### src/rtl/srmt_pkg.sv
// Shared types and constants for the staged range merge table.
// Holds table sizing, beat layouts, status codes, FSM states and ctrl/dpath structs.
// No dependencies.
`timescale 1ns / 1ps

package srmt_pkg;

  // Table sizing
  localparam int TABLE_DEPTH = 16;
  localparam int IDX_W       = (TABLE_DEPTH > 1) ? $clog2(TABLE_DEPTH) : 1;
  localparam int CNT_W       = $clog2(TABLE_DEPTH + 1);

  // Field widths
  localparam int OFS_W         = 63;
  localparam int STATUS_W      = 2;
  localparam int ENTRY_COUNT_W = 5;

  // Beat layouts
  localparam int IN_TDATA_W  = ((2 * OFS_W + 7) / 8) * 8;
  localparam int IN_PAD_W    = IN_TDATA_W - 2 * OFS_W;
  localparam int OUT_TDATA_W = ((2 * OFS_W + ENTRY_COUNT_W + 7) / 8) * 8;
  localparam int OUT_PAD_W   = OUT_TDATA_W - 2 * OFS_W - ENTRY_COUNT_W;
  localparam int OUT_TUSER_W = STATUS_W + 1;

  // Opcodes
  localparam logic OP_RECORD = 1'b0;
  localparam logic OP_QUERY  = 1'b1;

  // Result status codes
  typedef enum logic [STATUS_W-1:0] {
    ST_DONE  = 2'd0,
    ST_EMPTY = 2'd1,
    ST_FULL  = 2'd2
  } status_t;

  // Sequencer states
  typedef enum logic [3:0] {
    S_IDLE,
    S_CHECK,
    S_REC_RD,
    S_REC_EV,
    S_REC_CP,
    S_REC_TAIL,
    S_QRY_RD,
    S_QRY_EV,
    S_QRY_FIN,
    S_RESP
  } state_t;

  // Controller to datapath commands
  typedef struct packed {
    logic    load;        // latch the input beat, clear scan counters
    logic    rd_en;       // read entry i of the live bank
    logic    wr_new;      // write the working range at slot n of the shadow bank
    logic    wr_old;      // write the last read entry at slot n of the shadow bank
    logic    merge;       // widen the working range over the last read entry
    logic    inc_i;       // advance the scan index
    logic    commit;      // swap banks and take the new count
    logic    set_status;  // capture status for the final result
    status_t status;
    logic    take_pend;   // hold the clipped overlap as pending hit
    logic    emit_pend;   // send the pending hit
    logic    emit_last;   // pending hit is the final result of the item
    logic    emit_final;  // send the single closing result
  } cmd_t;

  // Datapath to controller status
  typedef struct packed {
    logic is_query;
    logic empty;       // end <= start
    logic scan_end;    // scan index reached the stored count
    logic placed;      // working range already written this pass
    logic full;        // new table already holds TABLE_DEPTH entries
    logic before_new;  // working range lies wholly before the read entry
    logic after_old;   // working range lies wholly after the read entry
    logic q_stop;      // read entry starts at or past the window end
    logic q_skip;      // read entry ends at or before the window start
    logic pend_valid;
    logic slot_free;   // output register can take a beat this cycle
  } sts_t;

endpackage

### src/rtl/srmt_dpath.sv
// Datapath of the staged range merge table: ping-pong range banks, scan
// registers, pending hit and output register. Driven by srmt_ctrl; uses srmt_pkg.
`timescale 1ns / 1ps

module srmt_dpath (
  input  logic                                 clk,
  input  logic                                 rst_n,
  input  srmt_pkg::cmd_t                       cmd,
  output srmt_pkg::sts_t                       sts,
  input  logic                                 in_op,
  input  logic [srmt_pkg::OFS_W-1:0]           in_start,
  input  logic [srmt_pkg::OFS_W-1:0]           in_end,
  output logic                                 out_valid,
  input  logic                                 out_ready,
  output logic [srmt_pkg::STATUS_W-1:0]        out_status,
  output logic                                 out_hit,
  output logic [srmt_pkg::OFS_W-1:0]           out_seg_start,
  output logic [srmt_pkg::OFS_W-1:0]           out_seg_end,
  output logic [srmt_pkg::ENTRY_COUNT_W-1:0]   out_count,
  output logic                                 out_last
);

  // Two banks: one live, one being rebuilt by a record pass
  logic [srmt_pkg::OFS_W-1:0] mem_start [0:1][0:srmt_pkg::TABLE_DEPTH-1];
  logic [srmt_pkg::OFS_W-1:0] mem_end   [0:1][0:srmt_pkg::TABLE_DEPTH-1];

  logic                           op_r;
  logic [srmt_pkg::OFS_W-1:0]     s_r, s_nxt;
  logic [srmt_pkg::OFS_W-1:0]     e_r, e_nxt;
  logic [srmt_pkg::OFS_W-1:0]     rd_s_r, rd_e_r;
  logic [srmt_pkg::OFS_W-1:0]     pend_s_r, pend_e_r;
  logic [srmt_pkg::CNT_W-1:0]     i_r, n_r, n_nxt, count_r;
  logic                           placed_r, pend_valid_r, bank_r;
  srmt_pkg::status_t              status_r;
  logic                           wr_en;
  logic [srmt_pkg::OFS_W-1:0]     wr_s, wr_e;
  logic [srmt_pkg::OFS_W-1:0]     clip_s, clip_e;

  logic                                out_valid_r;
  logic [srmt_pkg::STATUS_W-1:0]       out_status_r;
  logic                                out_hit_r, out_last_r;
  logic [srmt_pkg::OFS_W-1:0]          out_seg_start_r, out_seg_end_r;
  logic [srmt_pkg::ENTRY_COUNT_W-1:0]  out_count_r;
  logic                                slot_free;

  // Status toward the controller
  assign slot_free = !out_valid_r || out_ready;

  always_comb begin
    sts.is_query   = (op_r == srmt_pkg::OP_QUERY);
    sts.empty      = (e_r <= s_r);
    sts.scan_end   = (i_r == count_r);
    sts.placed     = placed_r;
    sts.full       = (n_r == srmt_pkg::CNT_W'(srmt_pkg::TABLE_DEPTH));
    sts.before_new = (e_r < rd_s_r);
    sts.after_old  = (s_r > rd_e_r);
    sts.q_stop     = (rd_s_r >= e_r);
    sts.q_skip     = (rd_e_r <= s_r);
    sts.pend_valid = pend_valid_r;
    sts.slot_free  = slot_free;
  end

  // Working range: widen on merge
  always_comb begin
    s_nxt = s_r;
    e_nxt = e_r;
    if (cmd.merge) begin
      if (rd_s_r < s_r) s_nxt = rd_s_r;
      if (rd_e_r > e_r) e_nxt = rd_e_r;
    end
  end

  // Clip the read entry to the window
  assign clip_s = (rd_s_r > s_r) ? rd_s_r : s_r;
  assign clip_e = (rd_e_r < e_r) ? rd_e_r : e_r;

  // Shadow bank write
  assign wr_en = cmd.wr_new || cmd.wr_old;
  assign wr_s  = cmd.wr_new ? s_r : rd_s_r;
  assign wr_e  = cmd.wr_new ? e_r : rd_e_r;
  assign n_nxt = wr_en ? n_r + 1'b1 : n_r;

  always_ff @(posedge clk) begin
    if (wr_en) begin
      mem_start[~bank_r][n_r[srmt_pkg::IDX_W-1:0]] <= wr_s;
      mem_end[~bank_r][n_r[srmt_pkg::IDX_W-1:0]]   <= wr_e;
    end
    if (cmd.rd_en) begin
      rd_s_r <= mem_start[bank_r][i_r[srmt_pkg::IDX_W-1:0]];
      rd_e_r <= mem_end[bank_r][i_r[srmt_pkg::IDX_W-1:0]];
    end
  end

  // Payload registers
  always_ff @(posedge clk) begin
    if (cmd.load) begin
      op_r <= in_op;
      s_r  <= in_start;
      e_r  <= in_end;
    end else begin
      s_r <= s_nxt;
      e_r <= e_nxt;
    end
    if (cmd.take_pend) begin
      pend_s_r <= clip_s;
      pend_e_r <= clip_e;
    end
    if (cmd.set_status) status_r <= cmd.status;
  end

  // Scan control registers
  always_ff @(posedge clk) begin
    if (!rst_n) begin
      i_r          <= '0;
      n_r          <= '0;
      placed_r     <= 1'b0;
      pend_valid_r <= 1'b0;
      bank_r       <= 1'b0;
      count_r      <= '0;
    end else begin
      if (cmd.load) begin
        i_r          <= '0;
        n_r          <= '0;
        placed_r     <= 1'b0;
        pend_valid_r <= 1'b0;
      end else begin
        if (cmd.inc_i) i_r <= i_r + 1'b1;
        n_r <= n_nxt;
        if (cmd.wr_new) placed_r <= 1'b1;
        if (cmd.take_pend) begin
          pend_valid_r <= 1'b1;
        end else if (cmd.emit_pend && cmd.emit_last) begin
          pend_valid_r <= 1'b0;
        end
      end
      if (cmd.commit) begin
        bank_r  <= ~bank_r;
        count_r <= n_nxt;
      end
    end
  end

  // Output register: valid
  always_ff @(posedge clk) begin
    if (!rst_n) begin
      out_valid_r <= 1'b0;
    end else if (cmd.emit_final || cmd.emit_pend) begin
      out_valid_r <= 1'b1;
    end else if (out_ready) begin
      out_valid_r <= 1'b0;
    end
  end

  // Output register: payload
  always_ff @(posedge clk) begin
    if (cmd.emit_final) begin
      out_status_r    <= status_r;
      out_hit_r       <= 1'b0;
      out_seg_start_r <= '0;
      out_seg_end_r   <= '0;
      out_count_r     <= srmt_pkg::ENTRY_COUNT_W'(count_r);
      out_last_r      <= 1'b1;
    end else if (cmd.emit_pend) begin
      out_status_r    <= srmt_pkg::ST_DONE;
      out_hit_r       <= 1'b1;
      out_seg_start_r <= pend_s_r;
      out_seg_end_r   <= pend_e_r;
      out_count_r     <= srmt_pkg::ENTRY_COUNT_W'(count_r);
      out_last_r      <= cmd.emit_last;
    end
  end

  assign out_valid     = out_valid_r;
  assign out_status    = out_status_r;
  assign out_hit       = out_hit_r;
  assign out_seg_start = out_seg_start_r;
  assign out_seg_end   = out_seg_end_r;
  assign out_count     = out_count_r;
  assign out_last      = out_last_r;

endmodule

### src/rtl/srmt_ctrl.sv
// Sequencer of the staged range merge table: walks the stored ranges for
// record and query items and issues commands to srmt_dpath. Uses srmt_pkg.
`timescale 1ns / 1ps

module srmt_ctrl (
  input  logic           clk,
  input  logic           rst_n,
  input  logic           in_valid,
  output logic           in_ready,
  input  srmt_pkg::sts_t sts,
  output srmt_pkg::cmd_t cmd
);

  srmt_pkg::state_t state_r, state_nxt;

  always_ff @(posedge clk) begin
    if (!rst_n) begin
      state_r <= srmt_pkg::S_IDLE;
    end else begin
      state_r <= state_nxt;
    end
  end

  // Next state
  always_comb begin
    state_nxt = state_r;
    case (state_r)
      srmt_pkg::S_IDLE: begin
        if (in_valid) state_nxt = srmt_pkg::S_CHECK;
      end
      srmt_pkg::S_CHECK: begin
        if (sts.empty) state_nxt = srmt_pkg::S_RESP;
        else if (sts.is_query) state_nxt = srmt_pkg::S_QRY_RD;
        else state_nxt = srmt_pkg::S_REC_RD;
      end
      srmt_pkg::S_REC_RD: begin
        state_nxt = sts.scan_end ? srmt_pkg::S_REC_TAIL : srmt_pkg::S_REC_EV;
      end
      srmt_pkg::S_REC_EV: begin
        if (!sts.placed && sts.before_new) begin
          state_nxt = sts.full ? srmt_pkg::S_RESP : srmt_pkg::S_REC_CP;
        end else if (sts.placed || sts.after_old) begin
          state_nxt = sts.full ? srmt_pkg::S_RESP : srmt_pkg::S_REC_RD;
        end else begin
          state_nxt = srmt_pkg::S_REC_RD;
        end
      end
      srmt_pkg::S_REC_CP: begin
        state_nxt = sts.full ? srmt_pkg::S_RESP : srmt_pkg::S_REC_RD;
      end
      srmt_pkg::S_REC_TAIL: begin
        state_nxt = srmt_pkg::S_RESP;
      end
      srmt_pkg::S_QRY_RD: begin
        state_nxt = sts.scan_end ? srmt_pkg::S_QRY_FIN : srmt_pkg::S_QRY_EV;
      end
      srmt_pkg::S_QRY_EV: begin
        if (sts.q_stop) state_nxt = srmt_pkg::S_QRY_FIN;
        else if (sts.q_skip) state_nxt = srmt_pkg::S_QRY_RD;
        else if (!sts.pend_valid || sts.slot_free) state_nxt = srmt_pkg::S_QRY_RD;
      end
      srmt_pkg::S_QRY_FIN: begin
        if (!sts.pend_valid) state_nxt = srmt_pkg::S_RESP;
        else if (sts.slot_free) state_nxt = srmt_pkg::S_IDLE;
      end
      srmt_pkg::S_RESP: begin
        if (sts.slot_free) state_nxt = srmt_pkg::S_IDLE;
      end
      default: state_nxt = srmt_pkg::S_IDLE;
    endcase
  end

  // Commands
  always_comb begin
    cmd        = '0;
    cmd.status = srmt_pkg::ST_DONE;
    in_ready   = 1'b0;
    case (state_r)
      srmt_pkg::S_IDLE: begin
        in_ready = 1'b1;
        cmd.load = in_valid;
      end
      srmt_pkg::S_CHECK: begin
        if (sts.empty) begin
          cmd.set_status = 1'b1;
          cmd.status     = srmt_pkg::ST_EMPTY;
        end
      end
      srmt_pkg::S_REC_RD: begin
        cmd.rd_en = !sts.scan_end;
      end
      srmt_pkg::S_REC_EV: begin
        if ((!sts.placed && sts.before_new) || sts.placed || sts.after_old) begin
          if (sts.full) begin
            cmd.set_status = 1'b1;
            cmd.status     = srmt_pkg::ST_FULL;
          end else if (!sts.placed && sts.before_new) begin
            cmd.wr_new = 1'b1;
          end else begin
            cmd.wr_old = 1'b1;
            cmd.inc_i  = 1'b1;
          end
        end else begin
          cmd.merge = 1'b1;
          cmd.inc_i = 1'b1;
        end
      end
      srmt_pkg::S_REC_CP: begin
        if (sts.full) begin
          cmd.set_status = 1'b1;
          cmd.status     = srmt_pkg::ST_FULL;
        end else begin
          cmd.wr_old = 1'b1;
          cmd.inc_i  = 1'b1;
        end
      end
      srmt_pkg::S_REC_TAIL: begin
        cmd.set_status = 1'b1;
        if (!sts.placed && sts.full) begin
          cmd.status = srmt_pkg::ST_FULL;
        end else begin
          cmd.status = srmt_pkg::ST_DONE;
          cmd.wr_new = !sts.placed;
          cmd.commit = 1'b1;
        end
      end
      srmt_pkg::S_QRY_RD: begin
        cmd.rd_en = !sts.scan_end;
      end
      srmt_pkg::S_QRY_EV: begin
        // An entry at or past the window end stops the scan with no command
        if (!sts.q_stop && sts.q_skip) begin
          cmd.inc_i = 1'b1;
        end else if (!sts.q_stop && (!sts.pend_valid || sts.slot_free)) begin
          // Flush the previous hit as a middle beat, keep the new one
          cmd.emit_pend = sts.pend_valid;
          cmd.take_pend = 1'b1;
          cmd.inc_i     = 1'b1;
        end
      end
      srmt_pkg::S_QRY_FIN: begin
        if (!sts.pend_valid) begin
          cmd.set_status = 1'b1;
          cmd.status     = srmt_pkg::ST_DONE;
        end else if (sts.slot_free) begin
          cmd.emit_pend = 1'b1;
          cmd.emit_last = 1'b1;
        end
      end
      srmt_pkg::S_RESP: begin
        cmd.emit_final = sts.slot_free;
      end
      default: cmd = '0;
    endcase
  end

endmodule

### src/rtl/staged_range_merge_table_core.sv
// Top level of the staged range merge table: stream ports, beat packing,
// and the srmt_ctrl / srmt_dpath pair. Uses srmt_pkg.
//
//   channel | direction | beat content
//   in_     | slave     | tuser: opcode; tdata: range_start, range_end
//   out_    | master    | tuser: status, hit; tdata: seg_start, seg_end, entry_count; tlast
//
// A record walks the N stored ranges with one read and one evaluate state per entry,
// one copy state more when the new range slots in ahead of a stored one, then a tail
// state and its result beat; a refused record stops early, an empty one skips the scan.
// A query reads and evaluates the entries up to the window end, then closes the item;
// each hit beat waits for a free output register.
// One item is in work at a time; in_tready rises in the same cycle that the last result
// appears in the output register. Reset clears the table count and all control state.
`timescale 1ns / 1ps

module staged_range_merge_table_core (
  input  logic                                clk,
  input  logic                                rst_n,
  input  logic                                in_tvalid,
  output logic                                in_tready,
  input  logic [srmt_pkg::IN_TDATA_W-1:0]     in_tdata,   // range_start, range_end, pad
  input  logic                                in_tuser,   // opcode
  output logic                                out_tvalid,
  input  logic                                out_tready,
  output logic [srmt_pkg::OUT_TDATA_W-1:0]    out_tdata,  // seg_start, seg_end, entry_count, pad
  output logic [srmt_pkg::OUT_TUSER_W-1:0]    out_tuser,  // status, hit
  output logic                                out_tlast
);

  srmt_pkg::cmd_t cmd;
  srmt_pkg::sts_t sts;

  logic [srmt_pkg::STATUS_W-1:0]       res_status;
  logic                                res_hit;
  logic [srmt_pkg::OFS_W-1:0]          res_seg_start, res_seg_end;
  logic [srmt_pkg::ENTRY_COUNT_W-1:0]  res_count;

  srmt_ctrl u_ctrl (
    .clk      (clk),
    .rst_n    (rst_n),
    .in_valid (in_tvalid),
    .in_ready (in_tready),
    .sts      (sts),
    .cmd      (cmd)
  );

  srmt_dpath u_dpath (
    .clk           (clk),
    .rst_n         (rst_n),
    .cmd           (cmd),
    .sts           (sts),
    .in_op         (in_tuser),
    .in_start      (in_tdata[srmt_pkg::OFS_W-1:0]),
    .in_end        (in_tdata[2*srmt_pkg::OFS_W-1:srmt_pkg::OFS_W]),
    .out_valid     (out_tvalid),
    .out_ready     (out_tready),
    .out_status    (res_status),
    .out_hit       (res_hit),
    .out_seg_start (res_seg_start),
    .out_seg_end   (res_seg_end),
    .out_count     (res_count),
    .out_last      (out_tlast)
  );

  // Pack the result beat
  assign out_tdata = {{srmt_pkg::OUT_PAD_W{1'b0}}, res_count, res_seg_end, res_seg_start};
  assign out_tuser = {res_hit, res_status};

endmodule

### config.mk
export PLATFORM = sky130hd
export DESIGN_NAME = staged_range_merge_table_core
export DESIGN_NICKNAME = d
export VERILOG_FILES = /design/src/rtl/srmt_pkg.sv /design/src/rtl/srmt_dpath.sv /design/src/rtl/srmt_ctrl.sv /design/src/rtl/staged_range_merge_table_core.sv
export SDC_FILE = /design/constraint.sdc
export NUM_CORES = 2
export LEC_CHECK = 0
export ABC_AREA = 0
export BUFFER_PORTS_ARGS = -buffer_cell sky130_fd_sc_hd__buf_2
export CAP_MARGIN = 25
export CORE_MARGIN = 1
export CORE_UTILIZATION = 40
export CTS_BUF_LIST = sky130_fd_sc_hd__clkbuf_8 sky130_fd_sc_hd__clkbuf_16
export DETAILED_ROUTE_END_ITERATION = 8
export HOLD_SLACK_MARGIN = 0.15
export SYNTH_ARGS = -nofsm -noshare
export SYNTH_HDL_FRONTEND = slang
export SYNTH_SLANG_ARGS = --single-unit
### constraint.sdc
create_clock -name clk -period 17.7 [get_ports clk]
set_input_delay 3.54 -clock clk [delete_from_list [all_inputs] [get_ports clk]]
set_output_delay 3.54 -clock clk [all_outputs]
set_load 0.02 [all_outputs]
==> impl_metrics.json <==
{
  "drive_gt1_share_pct": 29.4,
  "dpl-instance-area_mm2": 0.192,
  "status": "completed",
  "post-route-period-util_pct": 41.9,
  "grtUsageTotal_pct": 23.0,
  "wl_per_cell_um": 34.6,
  "dp_hpwl_mm": 306,
  "clockBufferDepth": 4,
  "fin_crit_ns": 7.42,
  "port_buffers": 267,
  "yosysSeqAreaShare_pct": 74.6,
  "finClkSkew_ns": 0.0753,
  "htree_levels": 5,
  "die_h_um": 677,
  "pin_count": 275,
  "synth_cells": 8568,
  "drc": 0,
  "hold_violations": 0,
  "antenna_found_initial": 31,
  "crit_type": "reg2reg",
  "r2r-end": "u_dpath.mem_end[0][347]$_DFFE_PP_",
  "nets": 9577,
  "first_pass_iters": 8,
  "r2r_start": "u_dpath.s_r[57]$_DFFE_PP_",
  "yosysUniqueCellTypes": 70,
  "areaGrowthSynthToFinish_pct": 13.5,
  "synth_seq_cells": 4572,
  "fmax_mhz": 135,
  "netlist_area_mm2": 0.182,
  "cts_buffers": 450,
  "peakVddDrop_uv": 97.4,
  "cts-resized-gates": 0,
  "setup_viol": 0,
  "dieArea_mm2": 0.458,
  "power_per_cell_area_mw_per_mm2": 122,
  "multi_input_area_mm2": 0.0443,
  "clock_latency_ns": 1.02,
  "grt_pass1_vias": 93500,
  "hp-start": "u_dpath.out_seg_start[37]$_SDFFE_PP0P_",
  "fin_cells": 15500,
  "avgSynthCellArea_um2": 21.2,
  "synth_edf_count": 4420,
  "slew_headroom_pct": 16.8,
  "die_w_um": 677,
  "cap_violations": 0,
  "start_kind": "flip-flop",
  "cp.arrival_ns": 8.01,
  "async_reset_ff_share_pct": 0,
  "worst-r2r-setup-slack_ns": 10.28,
  "rows": 247,
  "ctsHoldBuffers": 0,
  "fillCellCount": 37400,
  "dp.cells": 14600,
  "p_leak_nw": 65.2,
  "finalInstanceArea_mm2": 0.207,
  "first_iter_violations": 12100,
  "vias_per_cell": 5.93,
  "yosys_warnings": 0,
  "drtAntennaViolNets": 0,
  "globalplace.congestion": 0.925,
  "start_util_pct": 40.2,
  "cts.sinks": 4572,
  "setup_tns_ns": 0,
  "worst_pin_slew_ns": 1.25,
  "cp_max_fo": 39,
  "min_path_cells": 2,
  "post-cts-setup-buffers": 0,
  "vias": 91900,
  "synth_ff_type": "edfxtp_1",
  "gr-total-overflow": 0,
  "final_common_cell": "edfxtp_1",
  "grt_setup_unrepaired": "false",
  "grt_max_degree": 135,
  "endpoint_kind": "flip-flop",
  "ff2ff_path_depth": 16,
  "cts_tree": "yes",
  "required_ns": 18.29,
  "ctsRootBufferMaster": "clkbuf_16",
  "layout_common_cells": "edfxtp_1 (4420), mux4_2 (1260), clkbuf_16 (462), nand2_1 (322), ha_1 (320)",
  "drt-total-wl_mm": 537,
  "hp-class": "reg2reg",
  "seq_area_mm2": 0.136,
  "min_to": "u_dpath.out_seg_start[37]$_SDFFE_PP0P_",
  "grt_pass1_wl_mm": 740,
  "core_area_mm2": 0.453,
  "path_clk_slew_ns": 0.06,
  "drv_slew": 0
}
stage by stage:
stage               total power, mW  setup WS (ns)  util (%)  hold WS [ns]
floorplan                      14.7           5.38         -         0.438
global route                   26.0          10.21      45.6         0.499
finish                         25.3          10.28      45.6         0.471
detailed placement             16.2          10.39      42.4         0.466
global placement               16.1          10.53      42.4         0.458
CTS                            25.4          10.35      45.6         0.475
state kept, by name (all words and copies together) (netlist names), 2 cells and up, named ones only:
name	count
u_ctrl.state_r	4
u_dpath.count_r	5
u_dpath.e_r	63
u_dpath.i_r	5
u_dpath.mem_end	2016
u_dpath.mem_start	2016
u_dpath.n_r	5
u_dpath.out_count	5
u_dpath.out_seg_end	63
u_dpath.out_seg_start	63
u_dpath.out_status	2
u_dpath.pend_e_r	63
u_dpath.pend_s_r	63
u_dpath.rd_e_r	63
u_dpath.rd_s_r	63
u_dpath.s_r	63
u_dpath.status_r	2
worst max path at each step:
stage | start | end | cells after the start
2_1_floorplan | u_dpath.s_r[62]$_DFFE_PP_ | u_dpath.mem_end[1][189]$_DFFE_PP_ | 11
3_3_place_gp | u_dpath.s_r[58]$_DFFE_PP_ | u_dpath.mem_end[0][348]$_DFFE_PP_ | 16
3_5_place_dp | u_dpath.s_r[57]$_DFFE_PP_ | u_dpath.mem_start[0][359]$_DFFE_PP_ | 16
4_1_cts | u_dpath.s_r[58]$_DFFE_PP_ | u_dpath.mem_end[1][348]$_DFFE_PP_ | 16
5_1_grt | u_dpath.s_r[58]$_DFFE_PP_ | u_dpath.mem_end[0][347]$_DFFE_PP_ | 16
6_report | u_dpath.s_r[57]$_DFFE_PP_ | u_dpath.mem_end[0][347]$_DFFE_PP_ | 16
layer usage:
metal / track usage (%) / vias to the layer above / share of wire, %
li1: - / 36900 / -
met1: 29.6 / 49800 / 38
met2: 38.3 / 4254 / 49
met3: 3.62 / 893 / 7.6
met4: 11.2 / 8 / 5.7
met5: 0 / - / 0.0078
synth_stat cells, types with 64 or more instances:
cell | count | area, um2
nand3_1 | 161 | 806
clkbuf_1 | 311 | 1170
nand4_1 | 64 | 400
mux4_2 | 1260 | 28400
buf_1 | 86 | 323
mux2i_1 | 134 | 1340
nand2_1 | 325 | 1220
a21oi_1 | 249 | 1250
nor2_1 | 82 | 308
edfxtp_1 | 4420 | 133000
dfxtp_1 | 152 | 3040
o21ai_0 | 245 | 1230
mux2_2 | 234 | 2640
inv_1 | 200 | 751
ha_1 | 320 | 4000
logic make-up after synthesis:
kind of cell / count (synthesis) / synth area share (%)
compound gates: 636 / 1.96
xor+xnor: 10 / 0.0481
fa+ha+maj: 320 / 2.20
buf+inv: 641 / 1.40
flops: 4572 / 74.6
mux: 1644 / 17.9
other cells: 1 / 0.00206
simple gates: 744 / 1.92
critical path, cell delays in order (launching register included):
cell	delay, ns
edfxtp_1	0.61
ha_1	0.40
nand4_1	0.36
nor4_2	0.36
buf_4	0.25
nand3_1	0.19
a31oi_1	0.54
nor4_2	0.13
buf_4	0.20
o21ai_1	0.29
a211oi_2	0.12
buf_4	0.21
nand2b_1	0.53
nor2_4	0.23
buf_4	0.80
buf_4	0.86
buf_4	0.76
report_power, final:
group	switching [mW]	internal [mW]	total [mW]
combinational	2.27	1.19	3.46
clock	4.14	5.15	9.29
sequential	0.269	12.3	12.5
area by class of cell:
class	count	area share [%]
antenna	17	0.0206
clock buffer	475	5.68
clock inverter	361	1.24
inverter	201	0.369
multi-input combinational	3359	21.4
sequential	4572	65.7
tap	5976	3.62
timing repair buffer	540	1.91
Power figures use the tool's default switching activity.
